===== src/cfc_pkg.sv =====
// cfc_pkg: shared constants, types and the preload table for the csi fifo fill block
// used by cfc_front, cfc_mid_queue, cfc_back, cfc_rsp_queue and csi_fifo_fill_calc
// no dependencies
`timescale 1ns / 1ps
`default_nettype none
package cfc_pkg;

   // link framing constants
   localparam int HDR_BYTES    = 4;
   localparam int FTR_BYTES    = 2;
   localparam int PRELOAD_N    = 15;
   localparam int FRAC_SCALE   = 50;
   localparam int FRAC_OFFSET  = 3;
   localparam int PRELOAD_BASE = 7;
   localparam int X_SCALE      = FRAC_SCALE * 4;

   // datapath widths
   localparam int DIV_W  = 37;   // ceiling-adjusted magnitude
   localparam int MAG_W  = 36;
   localparam int X_W    = 23;   // divisor 200 * pclk * unit
   localparam int QUO_W  = 16;   // quotient bits kept after the overflow check
   localparam int UNIT_W = 5;
   localparam int FILL_W = QUO_W + UNIT_W;

   // queue sizes
   localparam int MID_DEPTH = 8;
   localparam int MID_PTR_W = 3;
   localparam int MID_CNT_W = 4;
   localparam int RSP_DEPTH = 32;
   localparam int RSP_PTR_W = 5;
   localparam int RSP_CNT_W = 6;

   typedef enum logic [1:0] {
      STATUS_OK       = 2'd0,
      STATUS_INVALID  = 2'd1,
      STATUS_OVERFLOW = 2'd2
   } status_type;

   // word handed from the front end to the divider
   typedef struct packed {
      logic [DIV_W-1:0]  dividend;
      logic [X_W-1:0]    x;
      logic [UNIT_W-1:0] unit;
      logic              positive;
      logic              invalid;
   } work_type;

   // one divider stage
   typedef struct packed {
      logic              valid;
      logic [X_W-1:0]    rem;
      logic [QUO_W-1:0]  low;
      logic [QUO_W-1:0]  quo;
      logic [X_W-1:0]    x;
      logic [UNIT_W-1:0] unit;
      logic              positive;
      logic              invalid;
      logic              ovf;
   } div_stage_type;

   // result word
   typedef struct packed {
      status_type  status;
      logic [15:0] rx_fill;
      logic [15:0] tx_fill;
   } result_type;

   // preload term 7 + 60 / lanes
   function automatic logic [6:0] preload_q(input logic [3:0] lanes);
      logic [6:0] q;
      case (lanes)
         4'd1:    q = 7'(PRELOAD_BASE + (PRELOAD_N * 4) / 1);
         4'd2:    q = 7'(PRELOAD_BASE + (PRELOAD_N * 4) / 2);
         4'd3:    q = 7'(PRELOAD_BASE + (PRELOAD_N * 4) / 3);
         4'd4:    q = 7'(PRELOAD_BASE + (PRELOAD_N * 4) / 4);
         4'd5:    q = 7'(PRELOAD_BASE + (PRELOAD_N * 4) / 5);
         4'd6:    q = 7'(PRELOAD_BASE + (PRELOAD_N * 4) / 6);
         4'd7:    q = 7'(PRELOAD_BASE + (PRELOAD_N * 4) / 7);
         4'd8:    q = 7'(PRELOAD_BASE + (PRELOAD_N * 4) / 8);
         4'd9:    q = 7'(PRELOAD_BASE + (PRELOAD_N * 4) / 9);
         4'd10:   q = 7'(PRELOAD_BASE + (PRELOAD_N * 4) / 10);
         4'd11:   q = 7'(PRELOAD_BASE + (PRELOAD_N * 4) / 11);
         4'd12:   q = 7'(PRELOAD_BASE + (PRELOAD_N * 4) / 12);
         4'd13:   q = 7'(PRELOAD_BASE + (PRELOAD_N * 4) / 13);
         4'd14:   q = 7'(PRELOAD_BASE + (PRELOAD_N * 4) / 14);
         4'd15:   q = 7'(PRELOAD_BASE + (PRELOAD_N * 4) / 15);
         default: q = 7'(PRELOAD_BASE);   // zero lanes, flagged invalid anyway
      endcase
      return q;
   endfunction

endpackage
`default_nettype wire


===== src/cfc_back.sv =====
// cfc_back: pipelined restoring divider (one quotient bit per stage), fill
// scaling and status encoding
// depends on cfc_pkg
`timescale 1ns / 1ps
`default_nettype none
module cfc_back (
   input  wire logic                clock,
   input  wire logic                reset,
   input  wire logic                in_valid,
   input  wire cfc_pkg::work_type   in_work,
   output      logic                out_valid,
   output      cfc_pkg::result_type out_result
);

   localparam int QW = cfc_pkg::QUO_W;
   localparam int XW = cfc_pkg::X_W;

   cfc_pkg::div_stage_type stg_ff [QW+1];
   cfc_pkg::div_stage_type stg_in [QW+1];

   // entry: upper dividend bits decide overflow, lower bits feed the stages
   logic [cfc_pkg::DIV_W-QW-1:0] hi_c;
   logic                         ovf_c;

   assign hi_c  = in_work.dividend[cfc_pkg::DIV_W-1:QW];
   assign ovf_c = {2'b00, hi_c} >= in_work.x;

   always_comb begin
      stg_in[0].valid    = in_valid;
      stg_in[0].rem      = ovf_c ? '0 : XW'(hi_c);
      stg_in[0].low      = in_work.dividend[QW-1:0];
      stg_in[0].quo      = '0;
      stg_in[0].x        = in_work.x;
      stg_in[0].unit     = in_work.unit;
      stg_in[0].positive = in_work.positive;
      stg_in[0].invalid  = in_work.invalid;
      stg_in[0].ovf      = ovf_c;
   end

   // one compare and subtract per stage
   for (genvar k = 0; k < QW; k++) begin : g_step
      logic [XW:0] trial;
      logic        ge;

      assign trial = {stg_ff[k].rem, stg_ff[k].low[QW-1]};
      assign ge    = trial >= {1'b0, stg_ff[k].x};

      always_comb begin
         stg_in[k+1]     = stg_ff[k];
         stg_in[k+1].rem = ge ? XW'(trial - {1'b0, stg_ff[k].x}) : trial[XW-1:0];
         stg_in[k+1].low = {stg_ff[k].low[QW-2:0], 1'b0};
         stg_in[k+1].quo = {stg_ff[k].quo[QW-2:0], ge};
      end
   end

   always_ff @(posedge clock) begin
      if (reset) begin
         for (int k = 0; k <= QW; k++) begin
            stg_ff[k].valid <= 1'b0;
         end
      end else begin
         stg_ff <= stg_in;
      end
   end

   // fill = quotient times unit
   logic                        mul_valid_ff;
   logic [cfc_pkg::FILL_W-1:0]  fill_ff, fill_in;
   logic                        mul_pos_ff, mul_inv_ff, mul_ovf_ff;

   assign fill_in = cfc_pkg::FILL_W'(stg_ff[QW].quo) * cfc_pkg::FILL_W'(stg_ff[QW].unit);

   always_ff @(posedge clock) begin
      if (reset) begin
         mul_valid_ff <= 1'b0;
      end else begin
         mul_valid_ff <= stg_ff[QW].valid;
      end
   end

   always_ff @(posedge clock) begin
      fill_ff    <= fill_in;
      mul_pos_ff <= stg_ff[QW].positive;
      mul_inv_ff <= stg_ff[QW].invalid;
      mul_ovf_ff <= stg_ff[QW].ovf;
   end

   // status and routing of the fill
   logic too_big_c;

   assign too_big_c = mul_ovf_ff || (|fill_ff[cfc_pkg::FILL_W-1:16]);

   always_comb begin
      out_result.rx_fill = '0;
      out_result.tx_fill = '0;
      if (mul_inv_ff) begin
         out_result.status = cfc_pkg::STATUS_INVALID;
      end else if (too_big_c) begin
         out_result.status = cfc_pkg::STATUS_OVERFLOW;
      end else begin
         out_result.status = cfc_pkg::STATUS_OK;
         if (mul_pos_ff) begin
            out_result.rx_fill = fill_ff[15:0];
         end else begin
            out_result.tx_fill = fill_ff[15:0];
         end
      end
   end

   assign out_valid = mul_valid_ff;

endmodule
`default_nettype wire


===== config.mk =====
export PLATFORM = sky130hd
export DESIGN_NAME = cfc_back
export DESIGN_NICKNAME = d
export VERILOG_FILES = /design/src/cfc_pkg.sv /design/src/cfc_back.sv
export SDC_FILE = /design/constraint.sdc
export NUM_CORES = 2
export LEC_CHECK = 0
export BUFFER_PORTS_ARGS = -buffer_cell sky130_fd_sc_hd__buf_2
export CAP_MARGIN = 20
export CORE_MARGIN = 5
export CORE_UTILIZATION = 35
export DETAILED_ROUTE_END_ITERATION = 10
export SLEW_MARGIN = 30
export SYNTH_ARGS = -nofsm -noshare
export SYNTH_HDL_FRONTEND = slang
export SYNTH_SLANG_ARGS = --single-unit

===== constraint.sdc =====
create_clock -name clock -period 23.3 [get_ports clock]
set_input_delay 1.165 -clock clock [delete_from_list [all_inputs] [get_ports clock]]
set_output_delay 1.165 -clock clock [all_outputs]
set_load 0.05 [all_outputs]

---- Word-level counts from Yosys, hierarchy flattened ----
Cells that the tools add are included.
Widths: inputs -> output; s select.
operators by class
  $add $sub $neg .......................... 15
  $mul .................................... 1
  $lt $le $gt $ge ......................... 17
  muxes and demuxes ....................... 21
  reduce and logical (&&, ||, !) cells .... 2
operators by type and width
  kind              count
  $ge 24x23->1      15
  $mux 23           15
  $sub 23x23->23    15
  $mux 32           2
  $mux 16           2
  $ge 21x23->1      1
  $ge 22x23->1      1
  $mul 16x5->21     1
  $reduce_or 5->1   1
  $mux 2            2
  $logic_or 1x1->1  1
storage, ports and cells
  flip-flop bits (word level) ............. 1184
  input port bits ......................... 70
  output and inout port bits .............. 35
  logic and storage cells ................. 210

---- Depth between registers and ports, before layout ----
  depth after elaboration ................. 4
  gate-level depth with buffers ........... 18
  gate-level depth less buffers ........... 17

---- Worst setup path after synthesis ----
No wires, ideal clock.
  path kind ............................... in2reg
  from .................................... input reset
  to ...................................... register stg_ff, in the netlist g_step[0].trial[0] (enable)
  setup time .............................. 1.471 ns
  arrival time ............................ 23.223 ns
  required time ........................... 21.829 ns
  setup slack ............................. -1.394 ns
  stages on the path ...................... 2
  path buffers ............................ 1
  path through ............................ clkbuf_1 > inv_1
RTL lines
  element               RTL line        RTL
  start, declared       cfc_back.sv:8   input wire logic reset,
  end signal, assigned  cfc_back.sv:62  stg_ff <= stg_in;
  end, declared         cfc_back.sv:18  cfc_pkg::div_stage_type stg_ff [QW+1];
No word-level cell between the ends.

---- Final worst setup path ----
  from .................................... register stg_ff[7] in the netlist's numbering
  to ...................................... register fill_ff[19] in the netlist's numbering
between the ends
  word-level cells in the longest chain between the ends .. 1
RTL lines
  element               RTL line        RTL
  $mul 16x5->21         cfc_back.sv:71  assign fill_in = cfc_pkg::FILL_W'(stg_ff[QW].quo) * cfc_pkg::FILL_W'(stg_ff[QW].unit);
  via fill_in, one bit  cfc_back.sv:68  logic [cfc_pkg::FILL_W-1:0] fill_ff, fill_in;
  end signal, assigned  cfc_back.sv:82  fill_ff <= fill_in;
  end, declared         cfc_back.sv:68
The timed path passes the listed nets, and every way through them passes these cells.
A chain may end at the register's enable or synchronous reset.

==> metrics.md <==
| Metric | Value |
|---|---|
| Status | finished, final reports clean |
| Ranking of synthesized cells by area | edfxtp_1, ha_1, inv_1 |
| Worst Skew | approximately 38 ps |
| CTS Buffer Depth | 3 |
| Io pins | around 110 |
| Layout cells sized above 1 | 0.0888 |
| CP endpoint kind | register |
| Vias per cell | about 4.8 |
| Largest net degree at the start of global routing | approximately 200 |
| Post-synth ARST share | 0 |
| Top_reg_cell synth | edfxtp_1 |
| H-Tree Depth | 3 |
| Max Cap Viol | 0 |
| Total CTS buffers | 120 |
| Pre-antenna DRT Iters | 5 |
| Initial DRC Count | 1,959 |
| Min-delay worst type | reg -> reg |
| Worst Tran Pin Value | approximately 1100 ps |
| Root buf cell | clkbuf_16 |
| Net count, final | roughly 5,600 |
| GP Congestion | approximately 0.9 |
| Hold Path Stages | 0 |
| Top-count cell post-synth | edfxtp_1 |
| Required @ worst endpoint | 23,980 ps |
| Hold_sp | stg_ff[2] |
| Worst-path clk slew | roughly 60 ps |
| Setup TNS | 0 ps |
| IO buf count | 104 |
| Worst Setup Start Kind | register |
| Number of synthesized flops with an enable pin | about 1,100 |
| Yosys top cell by area | edfxtp_1 |
| Slew headroom | 0.269 |
| Die Footprint | approximately 0.18 mm² |
| Routed WL per cell | 14.6 µm |
| RSZ-0062 raised after global routing | false |
| First-pass GRT wire length | 177,000 µm |
| Vias in the first global route | ~36,000 |
| Area of the mapped netlist | 0.0598 mm² |
| Setup-failing EPs final | 0 |
| Hold slack | ~340 ps |
| Post-Syn Nets | 5,378 |
| Final hold violation count | 0 |
| Reg2reg start | stg_ff[7] |
| Cell Pwr Density | about 120 mW/mm² |
| Drt drc | 0 |
| R2R Setup Slk | 18,710 ps |
| Die Ht | 423 µm |
| Area of the multi-input gates | between 0.02 and 0.025 mm² |
| Synth warnings | 0 |
| Synth Instances | 4,834 |
| Seq/Total Area, Yosys | 0.588 |
| Final WL | 107,000 µm |
| Post-CTS Setup Bufs | 0 |
| Worst skew pair latency | roughly 750 ps |
| Detailed Place HPWL | 78,800 µm |
| Initial antenna violation count | 0 |
| Via count | 35,400 |
| Resized cells post-CTS | 0 |
| Area grow syn2layout | 12.4% |
| Chip Width | around 420 µm |
| Initial Utilization | 0.352 |
| Peak Freq | 218 MHz |
| # rows | about 150 |
| DRT antenna net count | 0 |
| # fillers | 15,800 |
| N_diodes | 0 |
| Final period util | 0.197 |
| Worst R2R Path Depth | 15 |
| Top post-synthesis cells by count | edfxtp_1, inv_1, ha_1, o21ai_0, nand2_1 |
| Seq. cell area | around 0.035 mm² |
| CTS tree | built |
| Slew Viols, Final | 0 |
| Reg2reg end | fill_ff[19] |
| Total GRT Usage | 0.118 |
| Yosys reg bits | around 1,200 |
| CTS sink count | around 1,200 |
| Global route overflow | 0 |
| Arr. time, crit path | 5270 ps |
| Peak VDD IR | between 0.00007 and 0.00008 V |
| Minimum clock period | between 4000 and 5000 ps |
| Synth top area share | 0.574 |
| Mean Syn Cell Area | between 10 and 15 µm² |
| Hold buffers post-CTS | 0 |
| Core footprint | about 0.17 mm² |
| Leak | approximately 27 nW |
| Critical path type | reg -> reg |
| Synth unique cells | 80 |
| Largest fanout on the critical path | 16 |
| Worst-case hold path end point | mul_pos_ff |
## cells by family (layout without fill, tap and decap cells)
group           Yosys count  in the layout  synth area share
buf+inv                 607            888            0.0386
flops                  1184           1184             0.588
mux                     132            132            0.0252
fa+ha+maj               474            474             0.106
compound gates         1094           1094             0.114
xor+xnor                283            283            0.0415
simple gates           1060           1060            0.0867
## flip-flops by register name, summed over array words and instances, names as in the netlist
register,cells
out_valid,1
fill_ff,21
mul_pos_ff,1
g_step.trial,382
stg_ff,777
mul_inv_ff,1
mul_ovf_ff,1
## worst max-delay path by stage
stage,startpoint,end,cells past startpoint
global route,stg_ff[7],fill_ff[19],15
CTS,reset,stg_ff[188],6
finish,stg_ff[7],fill_ff[19],15
detailed placement,reset,g_step[14].trial[1],6
global placement,reset,g_step[14].trial[1],6
floorplan,reset,g_step[0].trial[0],2
## final cells by class
type	count	share of cell area
Sequential cell	1184	0.523
Multi-Input combinational cell	3043	0.334
Clock buffer	151	0.0481
Tap cell	2218	0.0413
Inverter	532	0.0298
Timing Repair Buffer	134	0.0124
Clock inverter	71	0.0112
## through the flow
step	utilization	cell area [µm²]	setup slack, ps	power (mW)	instances
2_1_floorplan	-	59800	4080	5.61	4834
3_5_place_dp	0.372	63100	17810	6.26	7109
4_1_cts	0.396	67100	18660	8.22	7331
5_1_grt	0.396	67200	18230	8.72	7333
3_3_place_gp	0.372	63100	17930	6.19	7108
6_report	0.396	67200	18710	8.14	7333
## cell usage in the layout (no fill, tap or decap), types with 28 or more instances in the layout
cell type,n
nand2_1,347
buf_2,104
nand2b_1,73
inv_1,531
fa_1,57
nor2b_1,72
o21bai_1,44
nand3_1,47
edfxtp_1,1142
dfxtp_1,42
o21a_1,60
nor2_1,201
xnor2_1,164
a211oi_1,29
o21ai_0,356
nor3_1,55
clkbuf_16,124
a21oi_1,276
xor2_1,119
ha_1,417
a21o_1,138
o31ai_1,29
nand4_1,51
mux2_2,106
and2_1,125
clkinv_1,28
## power by group
part,total [mW],switching (mW),internal (mW)
registers,3.18,0.223,2.96
clock network,1.91,0.802,1.11
logic,3.06,1.69,1.37
total,8.14,2.72,5.43
## worst max-delay path: stages (launching register included)
cell	delay, ps
edfxtp_1	650
nand2_1	150
fa_1	530
fa_1	520
fa_1	540
inv_1	40
ha_1	330
a21oi_1	250
o21ai_0	170
a31o_2	250
o311a_1	350
o21ai_0	150
nand2b_1	100
a21o_1	190
a21oi_1	170
xnor2_1	130
## routing by layer
metal	wire (µm)	GRT usage
met5	0	0
met4	5630	0.0580
met3	3770	0.0220
met2	54000	0.217
met1	43300	0.130
No activity file was read; power rests on OpenSTA's default activity.
