### config.mk
export PLATFORM = sky130hd
export DESIGN_NAME = cfc_mid_queue
export DESIGN_NICKNAME = d
export VERILOG_FILES = /design/src/cfc_pkg.sv /design/src/cfc_mid_queue.sv
export SDC_FILE = /design/constraint.sdc
export NUM_CORES = 1
export LEC_CHECK = 0
export BUFFER_PORTS_ARGS = -buffer_cell sky130_fd_sc_hd__buf_2
export CAP_MARGIN = 20
export CORE_ASPECT_RATIO = 1.2
export CORE_MARGIN = 2
export CORE_UTILIZATION = 64
export CTS_CLUSTER_SIZE = 14
export DETAILED_ROUTE_END_ITERATION = 12
export HOLD_SLACK_MARGIN = 0.03
export PLACE_DENSITY = 0.94
export SLEW_MARGIN = 20
export SYNTH_ARGS = -nofsm -noshare
export SYNTH_HDL_FRONTEND = slang
export SYNTH_SLANG_ARGS = --single-unit
### constraint.sdc
create_clock -name clock -period 11.8 [get_ports clock]
set_input_delay 0 -clock clock [delete_from_list [all_inputs] [get_ports clock]]
set_output_delay 0 -clock clock [all_outputs]
set_load 0.02 [all_outputs]
### src/cfc_pkg.sv
// cfc_pkg: shared constants, types and the preload table for the csi fifo fill block
// used by cfc_front, cfc_mid_queue, cfc_back, cfc_rsp_queue and csi_fifo_fill_calc
// no dependencies
`timescale 1ns / 1ps
`default_nettype none
package cfc_pkg;

   // link framing constants
   localparam int HDR_BYTES    = 4;
   localparam int FTR_BYTES    = 2;
   localparam int PRELOAD_N    = 15;
   localparam int FRAC_SCALE   = 50;
   localparam int FRAC_OFFSET  = 3;
   localparam int PRELOAD_BASE = 7;
   localparam int X_SCALE      = FRAC_SCALE * 4;

   // datapath widths
   localparam int DIV_W  = 37;   // ceiling-adjusted magnitude
   localparam int MAG_W  = 36;
   localparam int X_W    = 23;   // divisor 200 * pclk * unit
   localparam int QUO_W  = 16;   // quotient bits kept after the overflow check
   localparam int UNIT_W = 5;
   localparam int FILL_W = QUO_W + UNIT_W;

   // queue sizes
   localparam int MID_DEPTH = 8;
   localparam int MID_PTR_W = 3;
   localparam int MID_CNT_W = 4;
   localparam int RSP_DEPTH = 32;
   localparam int RSP_PTR_W = 5;
   localparam int RSP_CNT_W = 6;

   typedef enum logic [1:0] {
      STATUS_OK       = 2'd0,
      STATUS_INVALID  = 2'd1,
      STATUS_OVERFLOW = 2'd2
   } status_type;

   // word handed from the front end to the divider
   typedef struct packed {
      logic [DIV_W-1:0]  dividend;
      logic [X_W-1:0]    x;
      logic [UNIT_W-1:0] unit;
      logic              positive;
      logic              invalid;
   } work_type;

   // one divider stage
   typedef struct packed {
      logic              valid;
      logic [X_W-1:0]    rem;
      logic [QUO_W-1:0]  low;
      logic [QUO_W-1:0]  quo;
      logic [X_W-1:0]    x;
      logic [UNIT_W-1:0] unit;
      logic              positive;
      logic              invalid;
      logic              ovf;
   } div_stage_type;

   // result word
   typedef struct packed {
      status_type  status;
      logic [15:0] rx_fill;
      logic [15:0] tx_fill;
   } result_type;

   // preload term 7 + 60 / lanes
   function automatic logic [6:0] preload_q(input logic [3:0] lanes);
      logic [6:0] q;
      case (lanes)
         4'd1:    q = 7'(PRELOAD_BASE + (PRELOAD_N * 4) / 1);
         4'd2:    q = 7'(PRELOAD_BASE + (PRELOAD_N * 4) / 2);
         4'd3:    q = 7'(PRELOAD_BASE + (PRELOAD_N * 4) / 3);
         4'd4:    q = 7'(PRELOAD_BASE + (PRELOAD_N * 4) / 4);
         4'd5:    q = 7'(PRELOAD_BASE + (PRELOAD_N * 4) / 5);
         4'd6:    q = 7'(PRELOAD_BASE + (PRELOAD_N * 4) / 6);
         4'd7:    q = 7'(PRELOAD_BASE + (PRELOAD_N * 4) / 7);
         4'd8:    q = 7'(PRELOAD_BASE + (PRELOAD_N * 4) / 8);
         4'd9:    q = 7'(PRELOAD_BASE + (PRELOAD_N * 4) / 9);
         4'd10:   q = 7'(PRELOAD_BASE + (PRELOAD_N * 4) / 10);
         4'd11:   q = 7'(PRELOAD_BASE + (PRELOAD_N * 4) / 11);
         4'd12:   q = 7'(PRELOAD_BASE + (PRELOAD_N * 4) / 12);
         4'd13:   q = 7'(PRELOAD_BASE + (PRELOAD_N * 4) / 13);
         4'd14:   q = 7'(PRELOAD_BASE + (PRELOAD_N * 4) / 14);
         4'd15:   q = 7'(PRELOAD_BASE + (PRELOAD_N * 4) / 15);
         default: q = 7'(PRELOAD_BASE);   // zero lanes, flagged invalid anyway
      endcase
      return q;
   endfunction

endpackage
`default_nettype wire

### src/cfc_mid_queue.sv
// cfc_mid_queue: small queue of work words between the front end and the divider
// depends on cfc_pkg
`timescale 1ns / 1ps
`default_nettype none
module cfc_mid_queue (
   input  wire logic              clock,
   input  wire logic              reset,
   input  wire logic              push,
   input  wire cfc_pkg::work_type push_data,
   input  wire logic              pop,
   output      logic              empty,
   output      cfc_pkg::work_type head
);

   cfc_pkg::work_type              mem_ff [cfc_pkg::MID_DEPTH];
   logic [cfc_pkg::MID_PTR_W-1:0]  wr_ptr_ff, wr_ptr_in;
   logic [cfc_pkg::MID_PTR_W-1:0]  rd_ptr_ff, rd_ptr_in;
   logic [cfc_pkg::MID_CNT_W-1:0]  count_ff, count_in;
   logic                           do_pop;

   assign empty  = (count_ff == '0);
   assign do_pop = pop && !empty;
   assign head   = mem_ff[rd_ptr_ff];

   // pointer and count update
   always_comb begin
      wr_ptr_in = push ? wr_ptr_ff + cfc_pkg::MID_PTR_W'(1) : wr_ptr_ff;
      rd_ptr_in = do_pop ? rd_ptr_ff + cfc_pkg::MID_PTR_W'(1) : rd_ptr_ff;
      count_in  = count_ff + cfc_pkg::MID_CNT_W'(push) - cfc_pkg::MID_CNT_W'(do_pop);
   end

   always_ff @(posedge clock) begin
      if (reset) begin
         wr_ptr_ff <= '0;
         rd_ptr_ff <= '0;
         count_ff  <= '0;
      end else begin
         wr_ptr_ff <= wr_ptr_in;
         rd_ptr_ff <= rd_ptr_in;
         count_ff  <= count_in;
      end
   end

   // storage
   always_ff @(posedge clock) begin
      if (push) begin
         mem_ff[wr_ptr_ff] <= push_data;
      end
   end

endmodule
`default_nettype wire

-- Word-level counts from Yosys, hierarchy flattened
Memory sizes are Yosys's and may differ from the RTL's. A register that Yosys moved wholly into a read port is not among the register bits.
Cells that the tools add are included.
- input bits: 71
- bits in writable memories: 536
- word-level logic and storage cells: 15
- output and inout port bits: 68
- memories kept: 1
- flip-flop bits (word level): 10
- memory list (memory ; words ; bits a word ; rd ports ; clocked after Yosys merged registers in ; wr ports ; RTL line ; RTL):
    mem_ff ; 8 ; 67 ; 1 ; 1 ; 1 ; cfc_mid_queue.sv:15 ; cfc_pkg::work_type mem_ff [cfc_pkg::MID_DEPTH];
- reduce and logical (&&, ||, !) cells: 3
- $add $sub $neg: 4
- multiplexer cells: 4
- operator list (cell ; count):
    $add A3 B1 Y3 const B ; 2
    $mux W3 ; 2
    $add A4 B1 Y4 ; 1
    $logic_not A4 Y1 ; 1
    $sub A4 B1 Y4 ; 1
    $mux W1 ; 2
    $logic_and A1 B1 Y1 ; 1
    $logic_not A1 Y1 ; 1

-- Depth between registers and ports, before layout
Gate-level depths: netlist (run 1).
- word-level depth: 5
- gate-level depth with buffers: 9

-- Worst setup path after synthesis (run 1)
No wires, ideal clock.
- kind: register to register
- start: reg wr_ptr_ff[2] (netlist name)
- end: mem mem_ff[0][0] (netlist name) (enable)
- data required time: 11225 ps
- buffers on the path: 0
- cell stages (with the launch flop): 3
- setup slack: 6179 ps
- arrival: 5046 ps
- period minus slack after synthesis: 5621 ps
- setup time: 575 ps
- path through: dfxtp_1 nand2b_1 nor3_1
- RTL lines (what ; RTL line ; RTL):
    from (decl) ; cfc_mid_queue.sv:16 ; logic [cfc_pkg::MID_PTR_W-1:0] wr_ptr_ff, wr_ptr_in;
    from (signal assigned) ; cfc_mid_queue.sv:38 ; wr_ptr_ff <= wr_ptr_in;
    to (decl) ; cfc_mid_queue.sv:15 ;
Straight into the memory's write port.

==> results of run 1 <==
[what timing repair did]
action	in CTS	in global routing
hold buffers	72	0
endpoints found under the setup margin	0	0
endpoints found under the hold margin	549	0
[kinds of logic (layout without fill, tap and decap cells)]
logic type	after synthesis	in the layout	share of synthesized area [%]
AO/OA/AOI/OAI	10	10	0.255
XOR/XNOR	3	3	0.125
adder cells (fa/ha/maj)	7	7	0.451
buffers and inverters	43	319	1.47
flip-flops	549	549	77.6
multiplexers	204	204	19.4
other	0	2	0
AND/OR/NAND/NOR	31	31	0.718
[sequential cells by signal, indices dropped and copies added, names as in the netlist, named ones only]
| register | flops |
|---|---|
| mem_ff | 536 |
| count_ff | 4 |
| rd_ptr_ff | 3 |
| wr_ptr_ff | 3 |
[power groups by stage]
| stage | Clock (mW) | Sequential (mW) | Combinational, mW |
|---|---|---|---|
| 4_1_cts | 1.56 | 2.25 | 0.672 |
| 5_1_grt | 1.63 | 2.26 | 0.706 |
| 2_1_floorplan | 0 | 2.26 | 0.508 |
| 3_3_place_gp | 0 | 2.29 | 0.623 |
| 6_report | 1.54 | 2.25 | 0.667 |
| 3_5_place_dp | 0 | 2.29 | 0.641 |
[metal layers]
| metal | track usage (%) | part of all wire [%] |
|---|---|---|
| met1 | 33.5 | 38 |
| met2 | 41.2 | 51 |
| met3 | 4.80 | 7.3 |
| met4 | 10.6 | 3.7 |
| met5 | 0 | 0 |
[cells in the final DEF (no fill, tap or decap), types with 7 or more instances in the layout]
cell,count
mux2_4,60
mux4_2,118
buf_2,138
mux2_2,7
edfxtp_1,536
clkbuf_16,51
clkbuf_1,16
dlygate4sd3_1,72
dfxtp_1,10
buf_4,15
mux4_1,16
[critical path, cell delays in order, from the launching register on]
cell and delay (ps):
dfxtp_4 790, buf_4 890, mux4_1 680, mux2_4 290, buf_2 160
[how the worst max path moves through the flow]
stage,from,end,slack [ps],cells past startpoint
final,flop,head[57],8380,4
after global routing,flop,head[57],8120,4
after CTS,flop,head[61],8230,4
after detailed placement,flop,head[61],8810,4
after global placement,flop,head[49],8920,4
after floorplan,wr_ptr_ff[2]$_SDFFE_PP0P_,mem_ff[0][0]$_DFFE_PP_,6180,2
[stage by stage]
step | std cells | utilization [%]
finish | 1532 | 75.7
floorplan | 847 | -
global placement | 1369 | 68.5
detailed placement | 1370 | 68.6
global route | 1531 | 75.7
CTS | 1530 | 75.7
[final cells by class]
type / count / area [um^2]
tap: 407 / 509
fill: 1607 / 7870
clock buffer: 72 / 1410
multi-input combinational: 255 / 4470
sequential: 549 / 16400
timing repair buffer: 226 / 1540
antenna: 2 / 5.00
inverter: 5 / 18.8
clock inverter: 16 / 155
==> flow_summary.ini, run 1 <==
[finish]
drive_gt1_share_pct = 37.2
fin_area_um2 = 24500
syn2layout_area_growth_pct = 16.1
fin_nets = 1164

[setup_path]
path_max_fanout = 52
required_ps = 11800
crit_arrival_ps = 3420
cp-start-kind = flop
rrSetupSlack_ps = 9150
worstSetupEndpointType = output port
worstReg2RegEnd = mem_ff[1][17]$_DFFE_PP_
r2r_start = wr_ptr_ff[0]$_SDFFE_PP0P_
reg2reg_depth = 3
worstSetupPathType = reg -> out

[sta]
relSlewSlack_pct = 27.3
whs_ps = 244
min_period_ps = 3420
finalCritPeriodShare_pct = 29.0
final-max-slew-violation-count = 0
worst_pin_slew_ps = 1090
final_hold_viol_count = 0
skew_ps = 12.0
setup_viol = 0
final.setup.worst_slack_ps = 8380
tns_ps = 0
fmax_ghz = 0.292
grt_setup_unrepaired = false

[synth]
mappedNetlistNets = 925
synth.most_common_cell = edfxtp_1
synth-seq-cells = 549
syn_inst = 847
seq_area_frac_synth_pct = 77.6
synth_ff_type = edfxtp_1
synth_area_leaders = edfxtp_1 (76%), mux4_2 (13%), mux2_4 (4.3%)
synth_edf_count = 536
synth.avg_cell_area_um2 = 24.9
syn_area_um2 = 21100
async_flop_share_pct = 0
synth_top_area_share_pct = 76.4
yosys-top-cells-count = edfxtp_1 (536), mux4_2 (118), mux2_4 (60)
yosys_warnings = 0
ys_types = 29
yosysTopAreaCell = edfxtp_1

[pwr]
switchingPower_mw = 1.04
clock_power_share_pct = 34.6
internal_power_mw = 3.42
powerDensity_nw_per_um2 = 182
p_seq_share_pct = 50.5
p_comb_share_pct = 15.0
p_sw_share_pct = 23.3
ir_worst_vdd_uv = 131
finalPower_mw = 4.46
p_leak_nw = 8.03

[cts]
clockRootBuffer = clkbuf_16
cts_setup_buffers = 0
cts_buffers = 49
cts-resized-gates = 0
clkTransAtPathRegs_ps = 60
ctsHtreeMaxLevel = 2
cts_sinks = 549
cts_buffer_depth = 3
cts_tree = done
insertion_delay_ps = 560

[detailed_routing]
drc = 0
vias_per_cell = 6.31
ant_nets = 0
drt_pass1_iterations = 5
drt_iter0_markers = 913
wl_per_cell_um = 27.1
vias = 9669
drt_wl_total_um = 41600

[floorplan]
rows = 72
start_util_pct = 65.2
die_w_um = 170
io_pins = 139
core-area_um2 = 32300
die_y_um = 203
die_area_um2 = 34400

[global_routing]
grt_pass1_wl_um = 62500
grt_max_degree = 77
grt_pass1_vias = 10400
grt_remaining_overflow = 0
track_usage_pct = 25.0
antenna_found_initial = 2

[run]
drv_cap = 0

[placement]
placed_area_um2 = 22200
dpl.hpwl_um = 21300
place_congestion = 0.723
post-place-ws_ps = 8810
portBuffers = 138

[min_path]
min_path_cells = 2
hold_start = push_data[1]
hold_path.class = in -> reg
min_to = mem_ff[3][1]$_DFFE_PP_

[status]
outcome = completed
Power figures use the tool's default switching activity.
==> run 2, diff against run 1 <==
Settings changed: CORE_UTILIZATION 64 to 54, PLACE_DENSITY 0.94 to 0.85.
Clock period 11.8 ns to 3.1 ns, I/O delays scaled along.
==> flow_summary.ini, run 2 (same netlist as run 1, synthesis figures left out) <==
[detailed_routing]
vias_per_cell = 5.74
drc = 0
wl_per_cell_um = 24.4
vias = 9566
drt_iter0_markers = 767
ant_nets = 0
drt_wl_total_um = 40700
drt_pass1_iterations = 6

[finish]
drive_gt1_share_pct = 38.2
layout_commonest_cell = edfxtp_1
syn2layout_area_growth_pct = 18.0
final_util_pct = 64.4
mostFrequentLayoutCells = edfxtp_1 (536), buf_2 (138), mux4_2 (118)
largest_register_ff_count = 536
reg_top3 = mem_ff: 536 flops, count_ff: 4 flops
fin_nets = 1181
top_register = mem_ff

[sta]
setup_viol = 0
finalCritPeriodShare_pct = 88.5
relSlewSlack_pct = 46.8
skew_ps = 19.5
fmax_ghz = 0.365
grt_setup_unrepaired = false
final_hold_viol_count = 0
worst_pin_slew_ps = 798
tns_ps = 0
min_period_ps = 2740
final-max-slew-violation-count = 0

[cts]
cts_buffer_depth = 3
cts_buffers = 51
insertion_delay_ps = 570
clkTransAtPathRegs_ps = 60
ctsHtreeMaxLevel = 2
cts_setup_buffers = 0
cts_sinks = 549
cts-resized-gates = 0
cts_tree = done
clockRootBuffer = clkbuf_16

[run]
drv_cap = 0

[global_routing]
antenna_found_initial = 4
grt_remaining_overflow = 0
grt_pass1_wl_um = 61000
grt_max_degree = 56
grt_pass1_vias = 10100
track_usage_pct = 20.5

[placement]
dpl.hpwl_um = 21800
place_congestion = 0.724
portBuffers = 138

[setup_path]
worstSetupEndpointType = output port
required_ps = 3100
path_max_fanout = 31
crit_slowest_cell = dfxtp_4
path_cells = buf_4, mux4_2, mux2_4, buf_2
crit_arrival_ps = 2740
worstSetupPathType = reg -> out
cp-start-kind = flop
critPathMaxStageDelay_ps = 780

[pwr]
powerDensity_nw_per_um2 = 692
p_leak_nw = 8.14
ir_worst_vdd_uv = 434

[floorplan]
die_area_um2 = 40600
die_y_um = 220
rows = 79
die_w_um = 184
start_util_pct = 54.5
core-area_um2 = 38600
io_pins = 139

[status]
outcome = completed

[min_path]
hold_path.class = in -> reg
-- run 2: report_power, final --
part           switching (mW)  internal, mW
Sequential              0.173          8.37
Clock                    2.52          3.56
Combinational            1.30          1.31
Total                    3.99          13.2
-- run 2: area by class of cell --
type	count	area (um^2)
Fill cell	2459	13800
Clock inverter	21	230
Multi-Input combinational cell	255	4480
Clock buffer	69	1400
Tap cell	526	658
Antenna cell	2	5.00
Sequential cell	549	16400
Timing Repair Buffer	241	1720
Inverter	5	18.8
-- run 2: per-layer routing --
metal	vias up	global-route usage [%]	share of wire [%]	wire, um
met4	4	6.75	2.5	1010
li1	4130	-	-	-
met5	-	0	0.044	18
met1	5042	26.7	40	16200
met2	318	35.2	52	21300
met3	72	3.79	5.3	2170
-- run 2: critical path: cells and delay by family, from the launching register on --
| family | cells | cell delay [ps] |
|---|---|---|
| buffers and inverters | 2 | 520 |
| flip-flops | 1 | 780 |
| multiplexers | 2 | 860 |
-- run 2: what timing repair did --
| item | 4_1_cts | 5_1_grt |
|---|---|---|
| endpoints found under the setup margin | 0 | 0 |
| hold buffers | 71 | 0 |
| endpoints found under the hold margin | 549 | 0 |
-- run 2: per-stage QoR --
| stage | setup WS, ps | total power [mW] | area (um^2) | hold WS [ps] | cells |
|---|---|---|---|---|---|
| after floorplan | -747 | 10.5 | 21100 | 98.9 | 847 |
| after global placement | 916 | 11.2 | 22500 | 259 | 1505 |
| after detailed placement | 793 | 11.2 | 22500 | 266 | 1505 |
| after CTS | 297 | 17.4 | 24900 | 209 | 1666 |
| after global routing | 236 | 17.8 | 24900 | 232 | 1668 |
| final | 358 | 17.2 | 24900 | 235 | 1668 |
-- run 2: worst paths after layout --
path	start	end	slack, ps	cells past startpoint
min	push_data[7]	mem_ff[5][7]$_DFFE_PP_	240	2
max	flop	head[29]	360	4
max reg2reg	count_ff[2]$_SDFF_PP0_	count_ff[2]$_SDFF_PP0_	740	9
min reg2reg	rd_ptr_ff[1]$_SDFFE_PP0P_	flop	510	2
