File: src/cfc_pkg.sv
// cfc_pkg: shared constants, types and the preload table for the csi fifo fill block
// used by cfc_front, cfc_mid_queue, cfc_back, cfc_rsp_queue and csi_fifo_fill_calc
// no dependencies
`timescale 1ns / 1ps
`default_nettype none
package cfc_pkg;

   // link framing constants
   localparam int HDR_BYTES    = 4;
   localparam int FTR_BYTES    = 2;
   localparam int PRELOAD_N    = 15;
   localparam int FRAC_SCALE   = 50;
   localparam int FRAC_OFFSET  = 3;
   localparam int PRELOAD_BASE = 7;
   localparam int X_SCALE      = FRAC_SCALE * 4;

   // datapath widths
   localparam int DIV_W  = 37;   // ceiling-adjusted magnitude
   localparam int MAG_W  = 36;
   localparam int X_W    = 23;   // divisor 200 * pclk * unit
   localparam int QUO_W  = 16;   // quotient bits kept after the overflow check
   localparam int UNIT_W = 5;
   localparam int FILL_W = QUO_W + UNIT_W;

   // queue sizes
   localparam int MID_DEPTH = 8;
   localparam int MID_PTR_W = 3;
   localparam int MID_CNT_W = 4;
   localparam int RSP_DEPTH = 32;
   localparam int RSP_PTR_W = 5;
   localparam int RSP_CNT_W = 6;

   typedef enum logic [1:0] {
      STATUS_OK       = 2'd0,
      STATUS_INVALID  = 2'd1,
      STATUS_OVERFLOW = 2'd2
   } status_type;

   // word handed from the front end to the divider
   typedef struct packed {
      logic [DIV_W-1:0]  dividend;
      logic [X_W-1:0]    x;
      logic [UNIT_W-1:0] unit;
      logic              positive;
      logic              invalid;
   } work_type;

   // one divider stage
   typedef struct packed {
      logic              valid;
      logic [X_W-1:0]    rem;
      logic [QUO_W-1:0]  low;
      logic [QUO_W-1:0]  quo;
      logic [X_W-1:0]    x;
      logic [UNIT_W-1:0] unit;
      logic              positive;
      logic              invalid;
      logic              ovf;
   } div_stage_type;

   // result word
   typedef struct packed {
      status_type  status;
      logic [15:0] rx_fill;
      logic [15:0] tx_fill;
   } result_type;

   // preload term 7 + 60 / lanes
   function automatic logic [6:0] preload_q(input logic [3:0] lanes);
      logic [6:0] q;
      case (lanes)
         4'd1:    q = 7'(PRELOAD_BASE + (PRELOAD_N * 4) / 1);
         4'd2:    q = 7'(PRELOAD_BASE + (PRELOAD_N * 4) / 2);
         4'd3:    q = 7'(PRELOAD_BASE + (PRELOAD_N * 4) / 3);
         4'd4:    q = 7'(PRELOAD_BASE + (PRELOAD_N * 4) / 4);
         4'd5:    q = 7'(PRELOAD_BASE + (PRELOAD_N * 4) / 5);
         4'd6:    q = 7'(PRELOAD_BASE + (PRELOAD_N * 4) / 6);
         4'd7:    q = 7'(PRELOAD_BASE + (PRELOAD_N * 4) / 7);
         4'd8:    q = 7'(PRELOAD_BASE + (PRELOAD_N * 4) / 8);
         4'd9:    q = 7'(PRELOAD_BASE + (PRELOAD_N * 4) / 9);
         4'd10:   q = 7'(PRELOAD_BASE + (PRELOAD_N * 4) / 10);
         4'd11:   q = 7'(PRELOAD_BASE + (PRELOAD_N * 4) / 11);
         4'd12:   q = 7'(PRELOAD_BASE + (PRELOAD_N * 4) / 12);
         4'd13:   q = 7'(PRELOAD_BASE + (PRELOAD_N * 4) / 13);
         4'd14:   q = 7'(PRELOAD_BASE + (PRELOAD_N * 4) / 14);
         4'd15:   q = 7'(PRELOAD_BASE + (PRELOAD_N * 4) / 15);
         default: q = 7'(PRELOAD_BASE);   // zero lanes, flagged invalid anyway
      endcase
      return q;
   endfunction

endpackage
`default_nettype wire

File: src/cfc_front.sv
// cfc_front: five-stage pipeline that checks the link parameters and forms
// the ceiling-adjusted line-time difference and the fill divisor
// depends on cfc_pkg
`timescale 1ns / 1ps
`default_nettype none
module cfc_front (
   input  wire logic                  clock,
   input  wire logic                  reset,
   input  wire logic                  in_valid,
   input  wire logic [12:0]           lane_bitrate_mhz,
   input  wire logic [3:0]            lane_count,
   input  wire logic [5:0]            bits_per_pixel,
   input  wire logic [15:0]           line_pixels,
   input  wire logic [9:0]            pixel_clock_mhz,
   output      logic                  out_valid,
   output      cfc_pkg::work_type     out_work
);

   // stage 1: byte clock, unit, line bytes, lane product, line plus preload
   logic [9:0]  bclk_c;
   logic [4:0]  unit_c;
   logic [21:0] line_bits_c;
   logic        s1_valid_ff;
   logic [18:0] s1_a_ff, s1_a_in;
   logic [13:0] s1_d_ff, s1_d_in;
   logic [16:0] s1_lq_ff, s1_lq_in;
   logic [9:0]  s1_pclk_ff;
   logic [4:0]  s1_unit_ff;
   logic        s1_inv_ff, s1_inv_in;

   assign bclk_c      = lane_bitrate_mhz[12:3];
   assign unit_c      = bits_per_pixel[5:1];
   assign line_bits_c = 22'(line_pixels) * 22'(bits_per_pixel);
   assign s1_a_in     = 19'(line_bits_c >> 3) + 19'(cfc_pkg::HDR_BYTES + cfc_pkg::FTR_BYTES);
   assign s1_d_in     = 14'(lane_count) * 14'(bclk_c);
   assign s1_lq_in    = 17'(line_pixels) + 17'(cfc_pkg::preload_q(lane_count));
   assign s1_inv_in   = (lane_count == 4'd0) || (pixel_clock_mhz == 10'd0) ||
                        (bclk_c == 10'd0) || (unit_c == 5'd0);

   // stage 2: products with the pixel clock and the lane term
   logic        s2_valid_ff;
   logic [28:0] s2_ap_ff, s2_ap_in;
   logic [23:0] s2_dp_ff, s2_dp_in;
   logic [29:0] s2_lqd_ff, s2_lqd_in;
   logic [14:0] s2_pu_ff, s2_pu_in;
   logic [4:0]  s2_unit_ff;
   logic        s2_inv_ff;

   assign s2_ap_in  = 29'(s1_a_ff) * 29'(s1_pclk_ff);
   assign s2_dp_in  = 24'(s1_d_ff) * 24'(s1_pclk_ff);
   assign s2_lqd_in = 30'(s1_lq_ff) * 30'(s1_d_ff);
   assign s2_pu_in  = 15'(s1_pclk_ff) * 15'(s1_unit_ff);

   // stage 3: scale by the fixed fractions
   logic                      s3_valid_ff;
   logic [cfc_pkg::MAG_W-1:0] s3_pos_ff, s3_pos_in;
   logic [cfc_pkg::MAG_W-1:0] s3_neg_ff, s3_neg_in;
   logic [cfc_pkg::X_W-1:0]   s3_x_ff, s3_x_in;
   logic [4:0]                s3_unit_ff;
   logic                      s3_inv_ff;

   assign s3_pos_in = cfc_pkg::MAG_W'(s2_ap_ff) * cfc_pkg::MAG_W'(cfc_pkg::FRAC_SCALE) +
                      cfc_pkg::MAG_W'(s2_dp_ff) * cfc_pkg::MAG_W'(cfc_pkg::FRAC_OFFSET);
   assign s3_neg_in = cfc_pkg::MAG_W'(s2_lqd_ff) * cfc_pkg::MAG_W'(cfc_pkg::FRAC_SCALE);
   assign s3_x_in   = cfc_pkg::X_W'(s2_pu_ff) * cfc_pkg::X_W'(cfc_pkg::X_SCALE);

   // stage 4: sign and magnitude of the difference
   logic                      s4_valid_ff;
   logic [cfc_pkg::MAG_W-1:0] s4_mag_ff, s4_mag_in;
   logic                      s4_pos_ff, s4_pos_in;
   logic [cfc_pkg::X_W-1:0]   s4_x_ff;
   logic [4:0]                s4_unit_ff;
   logic                      s4_inv_ff;

   assign s4_pos_in = s3_pos_ff > s3_neg_ff;
   assign s4_mag_in = s4_pos_in ? (s3_pos_ff - s3_neg_ff) : (s3_neg_ff - s3_pos_ff);

   // stage 5: ceiling adjustment
   logic              s5_valid_ff;
   cfc_pkg::work_type s5_work_ff, s5_work_in;

   always_comb begin
      s5_work_in.dividend = cfc_pkg::DIV_W'(s4_mag_ff) + cfc_pkg::DIV_W'(s4_x_ff) -
                            cfc_pkg::DIV_W'(1);
      s5_work_in.x        = s4_x_ff;
      s5_work_in.unit     = s4_unit_ff;
      s5_work_in.positive = s4_pos_ff;
      s5_work_in.invalid  = s4_inv_ff;
   end

   // valid chain
   always_ff @(posedge clock) begin
      if (reset) begin
         s1_valid_ff <= 1'b0;
         s2_valid_ff <= 1'b0;
         s3_valid_ff <= 1'b0;
         s4_valid_ff <= 1'b0;
         s5_valid_ff <= 1'b0;
      end else begin
         s1_valid_ff <= in_valid;
         s2_valid_ff <= s1_valid_ff;
         s3_valid_ff <= s2_valid_ff;
         s4_valid_ff <= s3_valid_ff;
         s5_valid_ff <= s4_valid_ff;
      end
   end

   // payload registers
   always_ff @(posedge clock) begin
      s1_a_ff    <= s1_a_in;
      s1_d_ff    <= s1_d_in;
      s1_lq_ff   <= s1_lq_in;
      s1_pclk_ff <= pixel_clock_mhz;
      s1_unit_ff <= unit_c;
      s1_inv_ff  <= s1_inv_in;
      s2_ap_ff   <= s2_ap_in;
      s2_dp_ff   <= s2_dp_in;
      s2_lqd_ff  <= s2_lqd_in;
      s2_pu_ff   <= s2_pu_in;
      s2_unit_ff <= s1_unit_ff;
      s2_inv_ff  <= s1_inv_ff;
      s3_pos_ff  <= s3_pos_in;
      s3_neg_ff  <= s3_neg_in;
      s3_x_ff    <= s3_x_in;
      s3_unit_ff <= s2_unit_ff;
      s3_inv_ff  <= s2_inv_ff;
      s4_mag_ff  <= s4_mag_in;
      s4_pos_ff  <= s4_pos_in;
      s4_x_ff    <= s3_x_ff;
      s4_unit_ff <= s3_unit_ff;
      s4_inv_ff  <= s3_inv_ff;
      s5_work_ff <= s5_work_in;
   end

   assign out_valid = s5_valid_ff;
   assign out_work  = s5_work_ff;

endmodule
`default_nettype wire

File: config.mk
export PLATFORM = sky130hd
export DESIGN_NAME = cfc_front
export DESIGN_NICKNAME = d
export VERILOG_FILES = /design/src/cfc_pkg.sv /design/src/cfc_front.sv
export SDC_FILE = /design/constraint.sdc
export NUM_CORES = 2
export LEC_CHECK = 0
export BUFFER_PORTS_ARGS = -buffer_cell sky130_fd_sc_hd__buf_2
export CAP_MARGIN = 0
export CORE_ASPECT_RATIO = 0.75
export CORE_MARGIN = 5
export CORE_UTILIZATION = 35
export DETAILED_ROUTE_END_ITERATION = 8
export GPL_ROUTABILITY_DRIVEN = 0
export HOLD_SLACK_MARGIN = 0.12
export SKIP_LAST_GASP = 1
export SLEW_MARGIN = 20
export SYNTH_ARGS = -nofsm -noshare
export SYNTH_HDL_FRONTEND = slang
export SYNTH_SLANG_ARGS = --single-unit
File: constraint.sdc
create_clock -name clock -period 15.3 [get_ports clock]
set_clock_uncertainty 0.1 [all_clocks]
set_input_delay 3.06 -clock clock [delete_from_list [all_inputs] [get_ports clock]]
set_output_delay 3.06 -clock clock [all_outputs]
set_load 0.005 [all_outputs]
; Word-level counts from Yosys, hierarchy flattened
; Memories as Yosys holds them, arrays and structs flattened.
; Cells that the tools add are included.
[totals]
ff_bits = 399
mem_bits_ro = 112
input_bits = 52
output_inout_bits = 68
elab_cells = 59
mem_count = 1
[mem_list]
columns = name, words, word_bits, read_ports, rd_ports_with_merged_regs, wr, line
row1 = (name not given), 16, 7, 1, 0, 0, cfc_pkg.sv:71  ; case (lanes)
[classes]
n_addsub = 7
multipliers = 10
order_cmp = 1
muxes = 1
n_reduce_logical = 7
[op_table]
columns = op, count
row1 = subtractor 36 bit, 2
row2 = adder 36 x 23 -> 37 bit, 1
row3 = "subtractor 37 x 1 -> 37 bit, second input constant", 1
row4 = adder 35 x 26 -> 36 bit, 1
row5 = > comparator 36 bit, 1
row6 = two-way mux 36 bit, 1
row7 = "multiplier 30 x 5 -> 35 bit, second input constant", 1
row8 = "multiplier 29 x 5 -> 34 bit, second input constant", 1
row9 = multiplier 17 x 14 -> 30 bit, 1
row10 = multiplier 19 x 10 -> 29 bit, 1
row11 = "multiplier 24 x 2 -> 26 bit, second input constant", 1
row12 = multiplier 14 x 10 -> 24 bit, 1
row13 = multiplier 16 x 6 -> 22 bit, 1
row14 = logical NOT 10 bit, 2
row15 = "multiplier 15 x 5 -> 20 bit, second input constant", 1
row16 = "adder 19 x 3 -> 19 bit, second input constant", 1
row17 = adder 16 x 7 -> 17 bit, 1
row18 = multiplier 10 x 5 -> 15 bit, 1
row19 = multiplier 4 x 10 -> 14 bit, 1
row20 = logical NOT 5 bit, 1
row21 = logical NOT 4 bit, 1
row22 = logical OR 1 bit, 3

; Logic depth before layout (Yosys ltp)
[depth]
word_depth = 4
mapped_depth = 27
mapped_depth_nobuf = 27

; Worst setup path after synthesis
; OpenSTA, ideal clock, no wires.
[synth_path]
path_type = in2reg
startpoint = input line_pixels[7]
endpoint = register s1_a_ff[18]
setup_time_ps = 72
arrival_time_ps = 7484
required_ps = 15128
path_slack_ps = 7644
stages = 19
n_path_buf = 1
path_cell_list = clkbuf_1 > and2_1 > fa_1 > fa_1 > inv_1 > fa_1 > inv_1 > ha_1 > a21oi_1 > o21ai_0 > a31o_2 > a21oi_1 > and2_1 > xnor2_1 > nand3_1 > or3_1 > nor4_2 > xnor2_1 > xnor2_1
[synth_between]
elab_chain_len = 2
[synth_lines]
columns = item, line
row1 = from (decl), cfc_front.sv:13  ; input wire logic [15:0] line_pixels,
row2 = multiplier 16 x 6 -> 22 bit, cfc_front.sv:33  ; assign line_bits_c = 22'(line_pixels) * 22'(bits_per_pixel);
row3 = adder 19 x 3 -> 19 bit, cfc_front.sv:34  ; assign s1_a_in = 19'(line_bits_c >> 3) + 19'(cfc_pkg::HDR_BYTES + cfc_pkg::FTR_BYTES);
row4 = net s1_a_in[18], cfc_front.sv:24  ; logic [18:0] s1_a_ff, s1_a_in;
row5 = to (signal assigned), cfc_front.sv:110  ; s1_a_ff <= s1_a_in;
row6 = to (decl), cfc_front.sv:24
; The timed path passes the listed nets, and every way through them passes these cells.
; A chain may end at the register's enable or synchronous reset.

; Worst setup path in the final report
[layout_path]
startpoint = register s1_lq_ff[6]
endpoint = register s2_lqd_ff[29]
[layout_between]
elab_chain_len = 1
[layout_lines]
columns = item, line
row1 = from (decl), cfc_front.sv:26  ; logic [16:0] s1_lq_ff, s1_lq_in;
row2 = from (signal assigned), cfc_front.sv:112  ; s1_lq_ff <= s1_lq_in;
row3 = multiplier 17 x 14 -> 30 bit, cfc_front.sv:51  ; assign s2_lqd_in = 30'(s1_lq_ff) * 30'(s1_d_ff);
row4 = net s2_lqd_in[29], cfc_front.sv:44  ; logic [29:0] s2_lqd_ff, s2_lqd_in;
row5 = to (signal assigned), cfc_front.sv:118  ; s2_lqd_ff <= s2_lqd_in;
row6 = to (decl), cfc_front.sv:44
; The timed path passes the listed nets, and every way through them passes these cells.

==> run_results.csv <==
group,metric,value,unit
cts,clkTransAtPathRegs,60,ps
timing,fin_setup_tns,0,ps
global_route,grt_max_degree,60,
synth,ys_types,80,
routing,dr.pass1.iters,6,
cells_and_area,final_cell_mix,"1130 x inv_1, 681 x ha_1, 588 x fa_1",
timing,drv_slew,0,
routing,postRouteAntennaNets,0,
cts,cts_buffers,49,
die,core,136000,µm²
timing,hold_viol,0,
global_route,overflow,0,
die,rows,117,
cts,cts_resized,0,
synth,synth_compound_area_frac,0.107,
timing,relSlewSlack,0.328,
routing,routed_via_density,4.79,
synth,synth_edf_count,0,
routing,vias,34902,
timing,min_period,7690,ps
cells_and_area,finalNetCount,6788,
setup_path,cp_data_required_time,15630,ps
synth,ys_seq_area_frac,0.167,
routing,drt_iter0_drc,2204,
cells_and_area,fin_cells,7293,
timing,setup_viol_count_final,0,
cts,cts.sinks,399,
cts,cts_hold_buf,0,
cts,clk_latency,640,ps
place,numPortBuffers,113,
timing,fmax,0.130,GHz
cts,htree_levels,2,
global_route,track_usage,0.158,
synth,synth_fa_ha_area_frac,0.425,
global_route,grt_pass1_wl,187000,µm
setup_path,worstPathArrival,8020,ps
run_status,status,"finished clean",
worst_hold_path,min_path_type,"flip-flop to flip-flop",
place,post-place-cells,7201,
synth,muxShareOfSynthArea,0.00299,
routing,drcViolationCount,0,
routing,wl_per_cell,15.6,µm
setup_path,worstSetupPathType,"flip-flop to flip-flop",
synth,ys_warn_count,0,
synth,synth.avg_cell_area,8.77,µm²
synth,synth_top_family_by_area,"adder cells",
synth,synth-async-reset-ratio,0,
setup_path,cp-end-kind,"flip-flop",
synth,synth-simple-area-share,0.141,
die,die_h,330,µm
cts,clock_path_buffers,3,
die,ios,120,
timing,fin_hold_ws,220,ps
timing,max_slew.worst_pin.slew,1010,ps
synth,ys_ff_latch,399,
cts,cts_tree,"yes",
die,initial_core_util,0.352,
synth,ys.flop_type,"dfxtp_1",
cts,cts_root_buf,"clkbuf_16",
cells_and_area,areaGrowthSynthToFinish,8.48,%
cells_and_area,drive_gt1_frac,0.0470,
global_route,antenna_found_initial,6,
die,die_area,144000,µm²
timing,grt_setup_unrepaired,"no",
routing,wl,114000,µm
timing,min_period_over_period,0.503,
synth,mappedNetlistArea,47800,µm²
setup_path,worstSetupStartpointType,"flip-flop",
cts,post_cts_buffers,0,
place,dp_hpwl,90700,µm
die,dieWidth,437,µm
synth,synth_xor_xnor_area_share,0.0541,
cells_and_area,final_common_cell,"inv_1",
synth,synthCells,5447,
setup_path,path_max_fanout,14,
global_route,grt_pass1_vias,35090,
run,maxCapViolations,0,
-- path summary, 6_finish.rpt --
check | from | end | slack [ps] | cells after the start
worst min-delay path | s3_x_ff[20]$_DFF_P_ | s4_x_ff[20]$_DFF_P_ | 220 | 0
worst max register to register | s1_lq_ff[6]$_DFF_P_ | s2_lqd_ff[29]$_DFF_P_ | 7610 | 22
worst min register to register | s3_x_ff[20]$_DFF_P_ | s4_x_ff[20]$_DFF_P_ | 220 | 0
worst max-delay path | s1_lq_ff[6]$_DFF_P_ | s2_lqd_ff[29]$_DFF_P_ | 7610 | 22
-- synth_stat cells, drive strengths merged, types with 15 or more instances --
cell	n	area share
inv	1130	0.089
ha	681	0.18
fa	588	0.25
nand2	495	0.039
and2	400	0.052
dfxtp	399	0.17
a21oi	273	0.029
xnor2	217	0.040
nor2	205	0.016
o21ai	157	0.017
clkbuf	153	0.012
a21o	100	0.016
xor2	78	0.014
o21bai	63	0.0099
nor3	52	0.0056
nand3	49	0.0051
o21a	42	0.0066
nor2b	41	0.0054
a211oi	29	0.0046
nand2b	27	0.0035
a31oi	26	0.0034
nand4	24	0.0031
and3	20	0.0026
buf	15	0.0018
o31ai	15	0.0026
-- worst max-delay path, cell delays in order (launching register included) --
cell and delay [ps]:
dfxtp_1 900, nand2_1 150, fa_1 510, inv_1 50
fa_1 460, fa_1 520, fa_1 510, fa_1 540
inv_1 50, fa_1 530, inv_1 50, ha_1 360
a21o_1 190, a21o_1 170, a221oi_1 290, o21ai_0 220
nand3_1 130, o311ai_0 250, nor4_1 280, nor3_1 150
a211oi_1 340, a21oi_1 140, xnor2_1 570
-- registers in the layout, summed over array words and instances, names as in the netlist, 5 cells and up --
register and flops:
s3_pos_ff 36, s4_unit_ff 5, s2_lqd_ff 30, s2_dp_ff 24
s3_unit_ff 5, s2_unit_ff 5, s4_mag_ff 36, s1_lq_ff 17
s1_d_ff 14, s2_ap_ff 29, s3_x_ff 20, s1_unit_ff 5
s1_a_ff 19, s4_x_ff 20, s1_pclk_ff 10, out_work 64
s2_pu_ff 15, s3_neg_ff 35
-- routing by layer --
metal,part of all wire,track usage,vias to the layer above
li1,-,-,17120
met5,0,0,-
met3,0.078,0.0359,141
met4,0.019,0.0305,0
met1,0.51,0.241,16708
met2,0.40,0.229,933
-- per-stage QoR --
step                worst slack, ps  utilization  instance area [µm²]
finish                         7610        0.382                51800
global route                   7270        0.382                51800
CTS                            7460        0.382                51800
detailed placement             7090        0.369                50100
global placement               7160        0.369                50100
floorplan                      7640            -                47800
-- area by class of cell --
cell class,instances,area (µm²)
fill,13748,83900
multi-input combinational,3752,34900
sequential,399,8000
inverter,1130,4240
tap,1785,2230
clock buffer,64,1340
timing repair buffer,135,731
clock inverter,26,368
antenna,2,5.00
-- cells by family (layout without fill, tap and decap cells) --
logic type	count (synthesis)	in the layout
AND/OR/NAND/NOR	1371	1371
XOR/XNOR	295	295
AO/OA/AOI/OAI	800	800
flip-flops	399	399
buffers and inverters	1298	1355
other	1	5
multiplexers	14	14
adder cells (fa/ha/maj)	1269	1269
Power is left out: the tool's default activity adds up to more than one toggle a clock period on the data nets, which glitch-free logic cannot reach.
